--- src/rtl/ptmap_pkg.sv ---
`default_nettype none
package ptmap_pkg;

  localparam int unsigned NUM_TABLES_DEF = 64;
  localparam int unsigned ENTRY_W        = 64;
  localparam int unsigned IDX_W          = 9;
  localparam int unsigned VPN_W          = 36;
  localparam int unsigned FRAME_W        = 40;
  localparam int unsigned FLAGS_W        = 12;
  localparam int unsigned USED_W         = 7;
  localparam int unsigned STATUS_W       = 2;
  localparam int unsigned IN_DATA_W      = 88;
  localparam int unsigned OUT_DATA_W     = 72;

  localparam logic [FRAME_W-1:0] BASE_RESET  = 40'd256;
  localparam logic [FLAGS_W-1:0] TABLE_FLAGS = 12'h007;

  typedef enum logic [STATUS_W-1:0] {
    ST_OK        = 2'd0,
    ST_MISSING   = 2'd1,
    ST_EXHAUSTED = 2'd2
  } status_t;

  typedef enum logic [2:0] {
    S_CLEAR,
    S_IDLE,
    S_READ,
    S_EVAL,
    S_LINK,
    S_LEAF,
    S_DONE
  } state_t;

  typedef struct packed {
    logic    load_req;
    logic    rd_en;
    logic    follow;
    logic    link_wr;
    logic    leaf_wr;
    logic    clr_wr;
    logic    set_st;
    status_t st;
    logic    out_load;
  } ctrl_cmd_t;

  typedef struct packed {
    logic entry_zero;
    logic entry_bad;
    logic pool_full;
    logic alloc;
    logic last_upper;
    logic clr_done;
    logic out_busy;
  } dp_stat_t;

endpackage
`default_nettype wire

--- src/rtl/ptmap_ctrl.sv ---
`default_nettype none
module ptmap_ctrl (
  input  wire logic                  clk,
  input  wire logic                  rst_n,
  input  wire logic                  in_tvalid,
  output logic                       in_tready,
  input  wire ptmap_pkg::dp_stat_t   stat,
  output ptmap_pkg::ctrl_cmd_t       cmd
);
  import ptmap_pkg::*;

  state_t state_r, state_nxt;

  always_ff @(posedge clk) begin
    if (!rst_n) begin
      state_r <= S_CLEAR;
    end else begin
      state_r <= state_nxt;
    end
  end

  always_comb begin
    state_nxt = state_r;
    case (state_r)
      S_CLEAR: if (stat.clr_done) state_nxt = S_IDLE;
      S_IDLE:  if (in_tvalid) state_nxt = S_READ;
      S_READ:  state_nxt = S_EVAL;
      S_EVAL: begin
        if (stat.entry_zero) begin
          if (!stat.alloc || stat.pool_full) state_nxt = S_DONE;
          else state_nxt = S_LINK;
        end else if (stat.entry_bad) begin
          state_nxt = S_DONE;
        end else begin
          state_nxt = stat.last_upper ? S_LEAF : S_READ;
        end
      end
      S_LINK:  state_nxt = stat.last_upper ? S_LEAF : S_READ;
      S_LEAF:  state_nxt = S_DONE;
      S_DONE:  if (!stat.out_busy) state_nxt = S_IDLE;
      default: state_nxt = S_CLEAR;
    endcase
  end

  always_comb begin
    cmd       = '0;
    cmd.st    = ST_OK;
    in_tready = 1'b0;
    case (state_r)
      S_CLEAR: cmd.clr_wr = 1'b1;
      S_IDLE: begin
        in_tready    = 1'b1;
        cmd.load_req = in_tvalid;
      end
      S_READ: cmd.rd_en = 1'b1;
      S_EVAL: begin
        if (stat.entry_zero) begin
          if (!stat.alloc) begin
            cmd.set_st = 1'b1;
            cmd.st     = ST_MISSING;
          end else if (stat.pool_full) begin
            cmd.set_st = 1'b1;
            cmd.st     = ST_EXHAUSTED;
          end
        end else if (stat.entry_bad) begin
          cmd.set_st = 1'b1;
          cmd.st     = ST_MISSING;
        end else begin
          cmd.follow = 1'b1;
        end
      end
      S_LINK: cmd.link_wr = 1'b1;
      S_LEAF: begin
        cmd.leaf_wr = 1'b1;
        cmd.set_st  = 1'b1;
        cmd.st      = ST_OK;
      end
      S_DONE: cmd.out_load = !stat.out_busy;
      default: cmd = '0;
    endcase
  end

endmodule
`default_nettype wire

--- config.mk ---
export PLATFORM = sky130hd
export DESIGN_NAME = ptmap_ctrl
export DESIGN_NICKNAME = d
export VERILOG_FILES = /design/src/rtl/ptmap_pkg.sv /design/src/rtl/ptmap_ctrl.sv
export SDC_FILE = /design/constraint.sdc
export NUM_CORES = 1
export LEC_CHECK = 0
export ABC_AREA = 1
export BUFFER_PORTS_ARGS = -buffer_cell sky130_fd_sc_hd__buf_2
export CORE_AREA = 2 2 39 41
export DETAILED_ROUTE_END_ITERATION = 10
export DIE_AREA = 0 0 41 43
export PLACE_DENSITY_LB_ADDON = 0.12
export SYNTH_ARGS = -nofsm -noshare
export SYNTH_HDL_FRONTEND = slang
export SYNTH_SLANG_ARGS = --single-unit
--- constraint.sdc ---
create_clock -name clk -period 1.2 [get_ports clk]
set_clock_uncertainty 0.2 [all_clocks]
set_input_delay 0.06 -clock clk [delete_from_list [all_inputs] [get_ports clk]]
set_output_delay 0.06 -clock clk [all_outputs]
set_load 0.01 [all_outputs]
Word level (Yosys, flattened, before mapping)
Cells that the tools add are included.
{"block": "totals", "input_bits": 10, "out_inout_bits": 11, "regBits": 3, "elab_cells": 38}
{"block": "classes", "n_eq_ne": 9, "n_mux": 23, "n_reduce_logical": 5}
{"operator": "$mux W3", "count": 10}
{"operator": "$pmux W3 S7", "count": 1}
{"operator": "$mux W1", "count": 10}
{"operator": "$eq A3 B3 Y1 const B", "count": 3}
{"operator": "$eq A3 B2 Y1 const B", "count": 2}
{"operator": "$ne A2 B2 Y1 const B", "count": 3}
{"operator": "$pmux W3 S2", "count": 1}
{"operator": "$eq A3 B1 Y1 const B", "count": 1}
{"operator": "$logic_not A3 Y1", "count": 1}
{"operator": "$reduce_and A3 Y1", "count": 1}
{"operator": "$logic_not A1 Y1", "count": 2}
{"operator": "$mux W2", "count": 1}
{"operator": "$logic_or A1 B1 Y1", "count": 1}

Longest topological paths before layout
Gate-level depths: netlist of run 1.
{"block": "depth", "depth_word": 5, "ltp_mapped": 7, "mapped_depth_nobuf": 7}

Least setup slack after synthesis of run 1
Ideal clock, no wire load.
{"block": "synth_path", "path_type": "flip-flop to flip-flop", "from": "reg state_r[1]", "to": "reg state_r[0]", "setup_time_ns": 0.070, "arrival_time_ns": 1.022, "path_stages_with_launch": 8, "t_required_ns": 0.930, "setup_slack_ns": -0.092, "period_less_slack_ns": 1.292, "path_buffers": 0, "path_cell_list": "dfxtp_1 inv_1 nand2_1 nor2_1 nand2_1 nand3_1 nand2_1 a21oi_1"}
{"block": "synth_between", "elab_chain_cells": 3, "elab_cells_between_ends": 12, "cone_classes": "eq/ne (9); mux (1); reduce/logical (2)"}
{"item": "start, declared", "line": "ptmap_ctrl.sv:12", "text": "state_t state_r, state_nxt;"}
{"item": "start signal, assigned", "line": "ptmap_ctrl.sv:18", "text": "state_r <= state_nxt;"}
{"item": "$eq A3 B3 Y1, or another cell as far along", "line": "ptmap_ctrl.sv:24", "text": "case (state_r)"}
{"item": "$ne A2 B2 Y1 (no line)"}
{"item": "$reduce_and A3 Y1 (no line)"}
Several ways; a longest one is shown, not always the timed one.
A chain may end at the register's enable or synchronous reset.

==> summary.log, run 1 <==
INFO  timing         maximum_achievable_frequency=698MHz
INFO  cells_and_area area_growth_syn_to_layout=128%
INFO  worst_hold_path min_path_cells=5
INFO  logic_synthesis postSynthAreaPerCell=5.05µm²
INFO  grt            grt_util_all_layers=0.138
INFO  pwr            p_leak=0.389nW
INFO  timing         final_hold_viol_count=0
INFO  logic_synthesis ys_seq_area_frac=0.198
INFO  clock_network  cts.reportedPaths.clkPinSlew=0.04ns
INFO  cells_and_area fraction_of_final_layout_cells_with_drive_strength_greater_than_1=0.586
INFO  clock_network  clock-sinks=3
INFO  cells_and_area final_util=0.499
INFO  clock_network  cts.htree.levels=1
INFO  cells_and_area reg.largest.list=state_r x3
INFO  cells_and_area cell_area_after_layout=691µm²
INFO  logic_synthesis synth_warnings=0
INFO  cells_and_area num_antenna_cells=0
INFO  place          hpwl=702µm
INFO  logic_synthesis synth.lib_cells_used.distinct=13
INFO  logic_synthesis post_synth_inst_count=60
INFO  timing         grt_setup_unrepaired=yes
INFO  place          placement.io_buffers=20
INFO  timing         final-setup-viol-count=14
INFO  timing         slew_headroom=0.869
INFO  timing         finalCritPeriodShare=1.19
INFO  route          drc_errors=0
INFO  route          drt_iter0_markers=9
INFO  route          drt-wirelength-per-cell=9.77µm
INFO  setup_path     timing_worst_setup_path_type=register to output port
INFO  cells_and_area footprint_of_the_multi_input_gates=263µm²
INFO  route          detailroute.via_count=519
INFO  cells_and_area fin_nets=110
INFO  setup_path     path_depth=3
INFO  setup_path     critical_path_data_arrival_time=1.17ns
INFO  flow_run       cap_viol_max_count=0
INFO  die            io_pins=21
INFO  grt            grt_max_degree=7
INFO  status         failing_checks=setup timing
INFO  die            initial_utilization=0.219
INFO  route          detail_route.first_pass.iterations=4
INFO  clock_network  cts_inserted_buffers=3
INFO  setup_path     path_max_fanout=4
INFO  status         outcome=finished with violations
INFO  pwr            cellPowerDensity=1020nW/µm²
INFO  pwr            vdd_ir_drop_max=0.518mV
INFO  timing         timing.final.crit_period=1.43ns
INFO  place          place.gp.congestion=0.729
INFO  setup_path     timing.critical_path.max_delay_family=flip-flops
INFO  timing         timing_worst_slew_pin_value=0.195ns
INFO  cells_and_area largest_register=state_r
INFO  worst_hold_path hold_path_class=primary input to register
INFO  clock_network  clock_tree.root_cell=sky130_fd_sc_hd__clkbuf_4
INFO  clock_network  cts_tree=built
INFO  setup_path     crit_chain=buf_4, nor4_4, buf_2
INFO  route          drt.antenna.violating_nets=0
INFO  grt            grt_antenna_before_repair=0
INFO  timing         timing.final.max_slew_violations=0
INFO  timing         hold_slack=0.0556ns
INFO  route          vias_per_cell=4.51
INFO  timing         post-route-worst-setup-slack=-0.234ns
INFO  pwr            totalPowerFinal=0.704mW
INFO  grt            wire_length_of_the_first_global_routing_pass=1690µm
INFO  die            floorplan.rows=14
INFO  place          dpl-instance-area=492µm²
INFO  place          pre_cts_ws=-0.0321ns
INFO  clock_network  clk_latency=0.23ns
INFO  logic_synthesis postSynthRegisterBits=3
INFO  logic_synthesis area_of_the_mapped_netlist=303µm²
INFO  grt            grt.overflow.total=0
INFO  die            die_footprint=1760µm²
INFO  setup_path     slowest_stage=sky130_fd_sc_hd__dfxtp_4
INFO  setup_path     critical_path.n_buffers_inverters=2
INFO  cells_and_area final-seq-area=71.3µm²
INFO  die            core-area=1380µm²
INFO  setup_path     timing.critical_path.required=0.94ns
INFO  setup_path     timing.reg2reg.worst_path_depth=7
INFO  grt            first_global_vias=468
INFO  cells_and_area flip_flop_count_of_the_largest_register_after_layout=3
INFO  die            chipHeight=43µm
INFO  setup_path     critPathCaptureType=output port
INFO  clock_network  clockBufferDepth=2
INFO  cells_and_area layout.filler_cells=157
INFO  route          totalWireLength=1120µm
INFO  setup_path     slowest_delay=0.35ns
INFO  setup_path     critPathLaunchType=register
INFO  die            die_width=41µm
INFO  logic_synthesis syn_nets=70
placed cells by master, fill, tap and decap left out, drive strengths merged:
| cell | n |
|---|---|
| inv | 14 |
| nor2 | 11 |
| nor3 | 3 |
| nand4 | 2 |
| dfxtp | 3 |
| clkbuf | 4 |
| a21oi | 2 |
| nand3b | 1 |
| buf | 33 |
| nand3 | 5 |
| nand2 | 16 |
| o21ai | 2 |
| nor4 | 1 |
| dlygate4sd3 | 2 |
area by class of cell:
type	count	area share
multi-input combinational	43	0.380
timing repair buffer	35	0.370
sequential	3	0.103
inverter	14	0.0797
clock buffer	4	0.0380
tap	16	0.0290
what timing repair did:
| item | CTS | global route |
|---|---|---|
| hold endpoints to repair | 3 | 0 |
| resized for setup | 17 | 15 |
| hold buffers | 2 | 0 |
| pin swaps | 4 | 5 |
| setup buffers | 3 | 2 |
| setup endpoints to repair | 14 | 14 |
Yosys cell counts, drive strengths merged:
library cell,count,area share
nand4,2,0.041
nor2,11,0.14
dfxtp,3,0.20
nor4,1,0.021
nand3,5,0.083
nor3,3,0.050
o21ai,2,0.033
inv,14,0.17
nand3b,1,0.025
a21oi,2,0.033
nand2,16,0.20
metrics by stage:
step,cells,TNS (ns)
final,115,-1.88
after global routing,115,-2.90
after CTS,113,-1.74
after detailed placement,104,-0.0837
after global placement,104,-0.133
after floorplan,60,-0.00277
power breakdown:
group	total [mW]	internal (mW)	switching, mW
Combinational	0.380	0.191	0.188
Sequential	0.148	0.119	0.0293
Clock	0.176	0.125	0.0518
path summary, 6_finish.rpt:
kind | from | end | slack, ns
setup / recovery | state_r[0] | cmd[0] | -0.23
setup reg to reg | state_r[1] | state_r[1] | -0.09
hold / removal | stat[2] | state_r[2] | 0.06
hold reg to reg | state_r[1] | state_r[0] | 0.51
logic make-up after synthesis:
family	Yosys count	synth area share
AO/OA/AOI/OAI	4	0.0661
buffers and inverters	14	0.174
flip-flops	3	0.198
AND/OR/NAND/NOR	39	0.562
per-layer routing:
metal  vias to the layer above  part of all wire  global-route usage
met3                         2             0.078              0.0366
met1                       227              0.35               0.153
met4                         0            0.0089              0.0800
met2                        22              0.56               0.222
met5                         -                 0                   0
li1                        268                 -                   -
worst min-delay path, stage by stage:
cell and delay (ns):
sky130_fd_sc_hd__buf_2 0.12, sky130_fd_sc_hd__o21ai_0 0.10, sky130_fd_sc_hd__nand4_1 0.09, sky130_fd_sc_hd__nand2_1 0.05, sky130_fd_sc_hd__inv_1 0.04
Note: power is estimated with default switching activity, not from simulation.
==> run 2: changes to the inputs <==
- CELL_PAD_IN_SITES_DETAIL_PLACEMENT: unset -> 0
- CELL_PAD_IN_SITES_GLOBAL_PLACEMENT: unset -> 2
- CORE_AREA: 2 2 39 41 -> unset
- CORE_ASPECT_RATIO: unset -> 0.9
- CORE_UTILIZATION: unset -> 14
- DIE_AREA: 0 0 41 43 -> unset
==> summary.log, run 2 (synthesis gave the netlist of run 1 again) <==
INFO  status         outcome=finished with violations
INFO  status         failing_checks=setup timing
INFO  die            chipHeight=46.1µm [+7.3%]
INFO  timing         final_hold_viol_count=0 [unchanged]
INFO  cells_and_area reg.largest.list=state_r x3
INFO  clock_network  clk_latency=0.23ns [about the same]
INFO  setup_path     critical_path_data_arrival_time=1.13ns [-0.04 ns]
INFO  timing         post-route-worst-setup-slack=-0.186ns [+0.0477 ns]
INFO  die            floorplan.rows=15 [+1]
INFO  route          detail_route.first_pass.iterations=4 [unchanged]
INFO  setup_path     timing_worst_setup_path_type=register to output port
INFO  grt            grt_util_all_layers=0.105 [-0.0331]
INFO  clock_network  clockBufferDepth=2 [unchanged]
INFO  timing         timing.final.max_slew_violations=0 [unchanged]
INFO  pwr            cellPowerDensity=1050nW/µm² [+3.0%]
INFO  pwr            vdd_ir_drop_max=0.405mV [-22%]
INFO  pwr            p_leak=0.371nW [-4.6%]
INFO  cells_and_area area_growth_syn_to_layout=116%
INFO  cells_and_area flip_flop_count_of_the_largest_register_after_layout=3 [unchanged]
INFO  grt            grt.overflow.total=0 [unchanged]
INFO  cells_and_area layout_commonest_cell=sky130_fd_sc_hd__buf_2
INFO  setup_path     slowest_stage=sky130_fd_sc_hd__dfxtp_4
INFO  timing         timing.final.crit_period=1.39ns [-0.0477 ns]
INFO  cells_and_area fraction_of_final_layout_cells_with_drive_strength_greater_than_1=0.566 [-0.0202]
INFO  clock_network  clock_tree.root_cell=sky130_fd_sc_hd__clkbuf_4
INFO  timing         maximum_achievable_frequency=722MHz [+3.4%]
INFO  die            die_width=51.0µm [+24%]
INFO  clock_network  cts_inserted_buffers=3 [unchanged]
INFO  route          vias_per_cell=3.96 [-12%]
INFO  route          totalWireLength=1100µm [-2.1%]
INFO  place          place.gp.congestion=0.748 [+2.7%]
INFO  clock_network  cts.reportedPaths.clkPinSlew=0.04ns [about the same]
INFO  setup_path     path_max_fanout=6 [+2]
INFO  pwr            totalPowerFinal=0.686mW [-2.6%]
INFO  timing         slew_headroom=0.865 [-0.00415]
INFO  place          hpwl=880µm [+25%]
INFO  setup_path     timing.critical_path.required=0.94ns [about the same]
INFO  die            die_footprint=2350µm² [+33%]
INFO  cells_and_area largest_register=state_r
INFO  setup_path     timing.critical_path.max_delay_family=flip-flops
INFO  flow_run       cap_viol_max_count=0 [unchanged]
INFO  grt            grt_antenna_before_repair=0 [unchanged]
INFO  grt            grt_max_degree=8 [+1]
INFO  cells_and_area num_antenna_cells=0 [unchanged]
INFO  grt            first_global_vias=438 [-6.4%]
INFO  clock_network  cts_tree=built
INFO  die            io_pins=21 [unchanged]
INFO  clock_network  cts.htree.levels=1 [unchanged]
INFO  place          placement.io_buffers=20 [unchanged]
INFO  route          drt-wirelength-per-cell=8.87µm [-9.2%]
INFO  clock_network  clock-sinks=3 [unchanged]
INFO  setup_path     critical_path.n_buffers_inverters=3 [+1]
INFO  die            initial_utilization=0.154 [-0.0652]
INFO  route          detailroute.via_count=491 [-5.4%]
INFO  timing         hold_slack=0.0266ns [-0.0291 ns]
INFO  timing         grt_setup_unrepaired=yes
INFO  grt            wire_length_of_the_first_global_routing_pass=1780µm [+5.3%]
INFO  setup_path     critPathCaptureType=output port
INFO  worst_hold_path hold_path_class=primary input to register
INFO  cells_and_area most-common-layout-cells=sky130_fd_sc_hd__buf_2 (19), sky130_fd_sc_hd__nand2_1 (13), sky130_fd_sc_hd__buf_4 (12)
INFO  setup_path     critPathLaunchType=register
INFO  timing         timing_worst_slew_pin_value=0.201ns [+0.00615 ns]
INFO  timing         finalCritPeriodShare=1.15 [-0.0398]
INFO  setup_path     slowest_delay=0.36ns [about the same]
INFO  route          drt_iter0_markers=4 [-5]
INFO  timing         final-setup-viol-count=13 [-1]
INFO  setup_path     crit_chain=inv_2, nand2_1, nor2_2, buf_4, buf_2
INFO  cells_and_area fin_nets=110 [unchanged]
INFO  cells_and_area layout.filler_cells=236 [+50%]
INFO  route          drc_errors=0 [unchanged]
INFO  die            core-area=1970µm² [+42%]
INFO  route          drt.antenna.violating_nets=0 [unchanged]
-- run 2: cell counts in the layout (fill, tap and decap cells not counted) --
Identical to the previous run, type by type.
-- run 2: through the flow --
step / cell area, µm² / setup WS [ns] / std cells / TNS, ns / util
after global placement: 510 / -0.118 / 114 / -0.568 / 0.259
after floorplan: 312 / -0.00277 / 60 / -0.00277 / -
final: 653 / -0.186 / 124 / -1.77 / 0.331
after CTS: 633 / -0.223 / 123 / -2.22 / 0.321
after global routing: 653 / -0.266 / 124 / -2.83 / 0.331
after detailed placement: 510 / -0.105 / 114 / -0.346 / 0.259
-- run 2: worst paths after layout --
| kind | to | cells after the start | slack (ns) | start |
|---|---|---|---|---|
| hold / removal | state_r[2] | 5 | 0.03 | stat[2] |
| setup / recovery | cmd[6] | 5 | -0.19 | state_r[1] |
| hold reg to reg | state_r[2] | 4 | 0.48 | state_r[2] |
| setup reg to reg | state_r[0] | 7 | -0.09 | state_r[1] |
-- run 2: report_power, final --
group | total (mW) | internal (mW) | leakage (nW) | switching, mW
clock network | 0.177 | 0.125 | 0.0150 | 0.0521
registers | 0.151 | 0.119 | 0.0267 | 0.0317
logic | 0.358 | 0.186 | 0.329 | 0.172
-- run 2: repair_timing --
item                                   4_1_cts  5_1_grt
cloned                                       0        0
hold buffers                                 2        0
buffers inserted                             3        1
pin swaps                                    5        3
setup endpoints to repair                   14       14
resized for setup                           18        3
endpoints found under the hold margin        3        0
-- run 2: worst reg2reg max path, delay by kind of cell, from the launching register on --
| kind | cells | cell delay, ns |
|---|---|---|
| buffers and inverters | 1 | 0.10 |
| AOI/OAI and AO/OA | 1 | 0.10 |
| DFF | 1 | 0.36 |
| and+or+nand+nor | 5 | 0.44 |
-- run 2: layout make-up --
cell class | count | area, µm² | share of cell area
clock buffer | 4 | 26.3 | 0.0402
tap | 25 | 31.3 | 0.0479
multi-input combinational | 43 | 241 | 0.370
sequential | 3 | 71.3 | 0.109
timing repair buffer | 35 | 228 | 0.349
inverter | 14 | 55.1 | 0.0843
-- run 2: layer usage --
layer / GRT usage / up-vias / part of all wire
li1: - / 267 / -
met1: 0.131 / 214 / 0.49
met2: 0.155 / 10 / 0.46
met3: 0.0462 / 0 / 0.053
met4: 0.0500 / 0 / 0
met5: 0 / - / 0
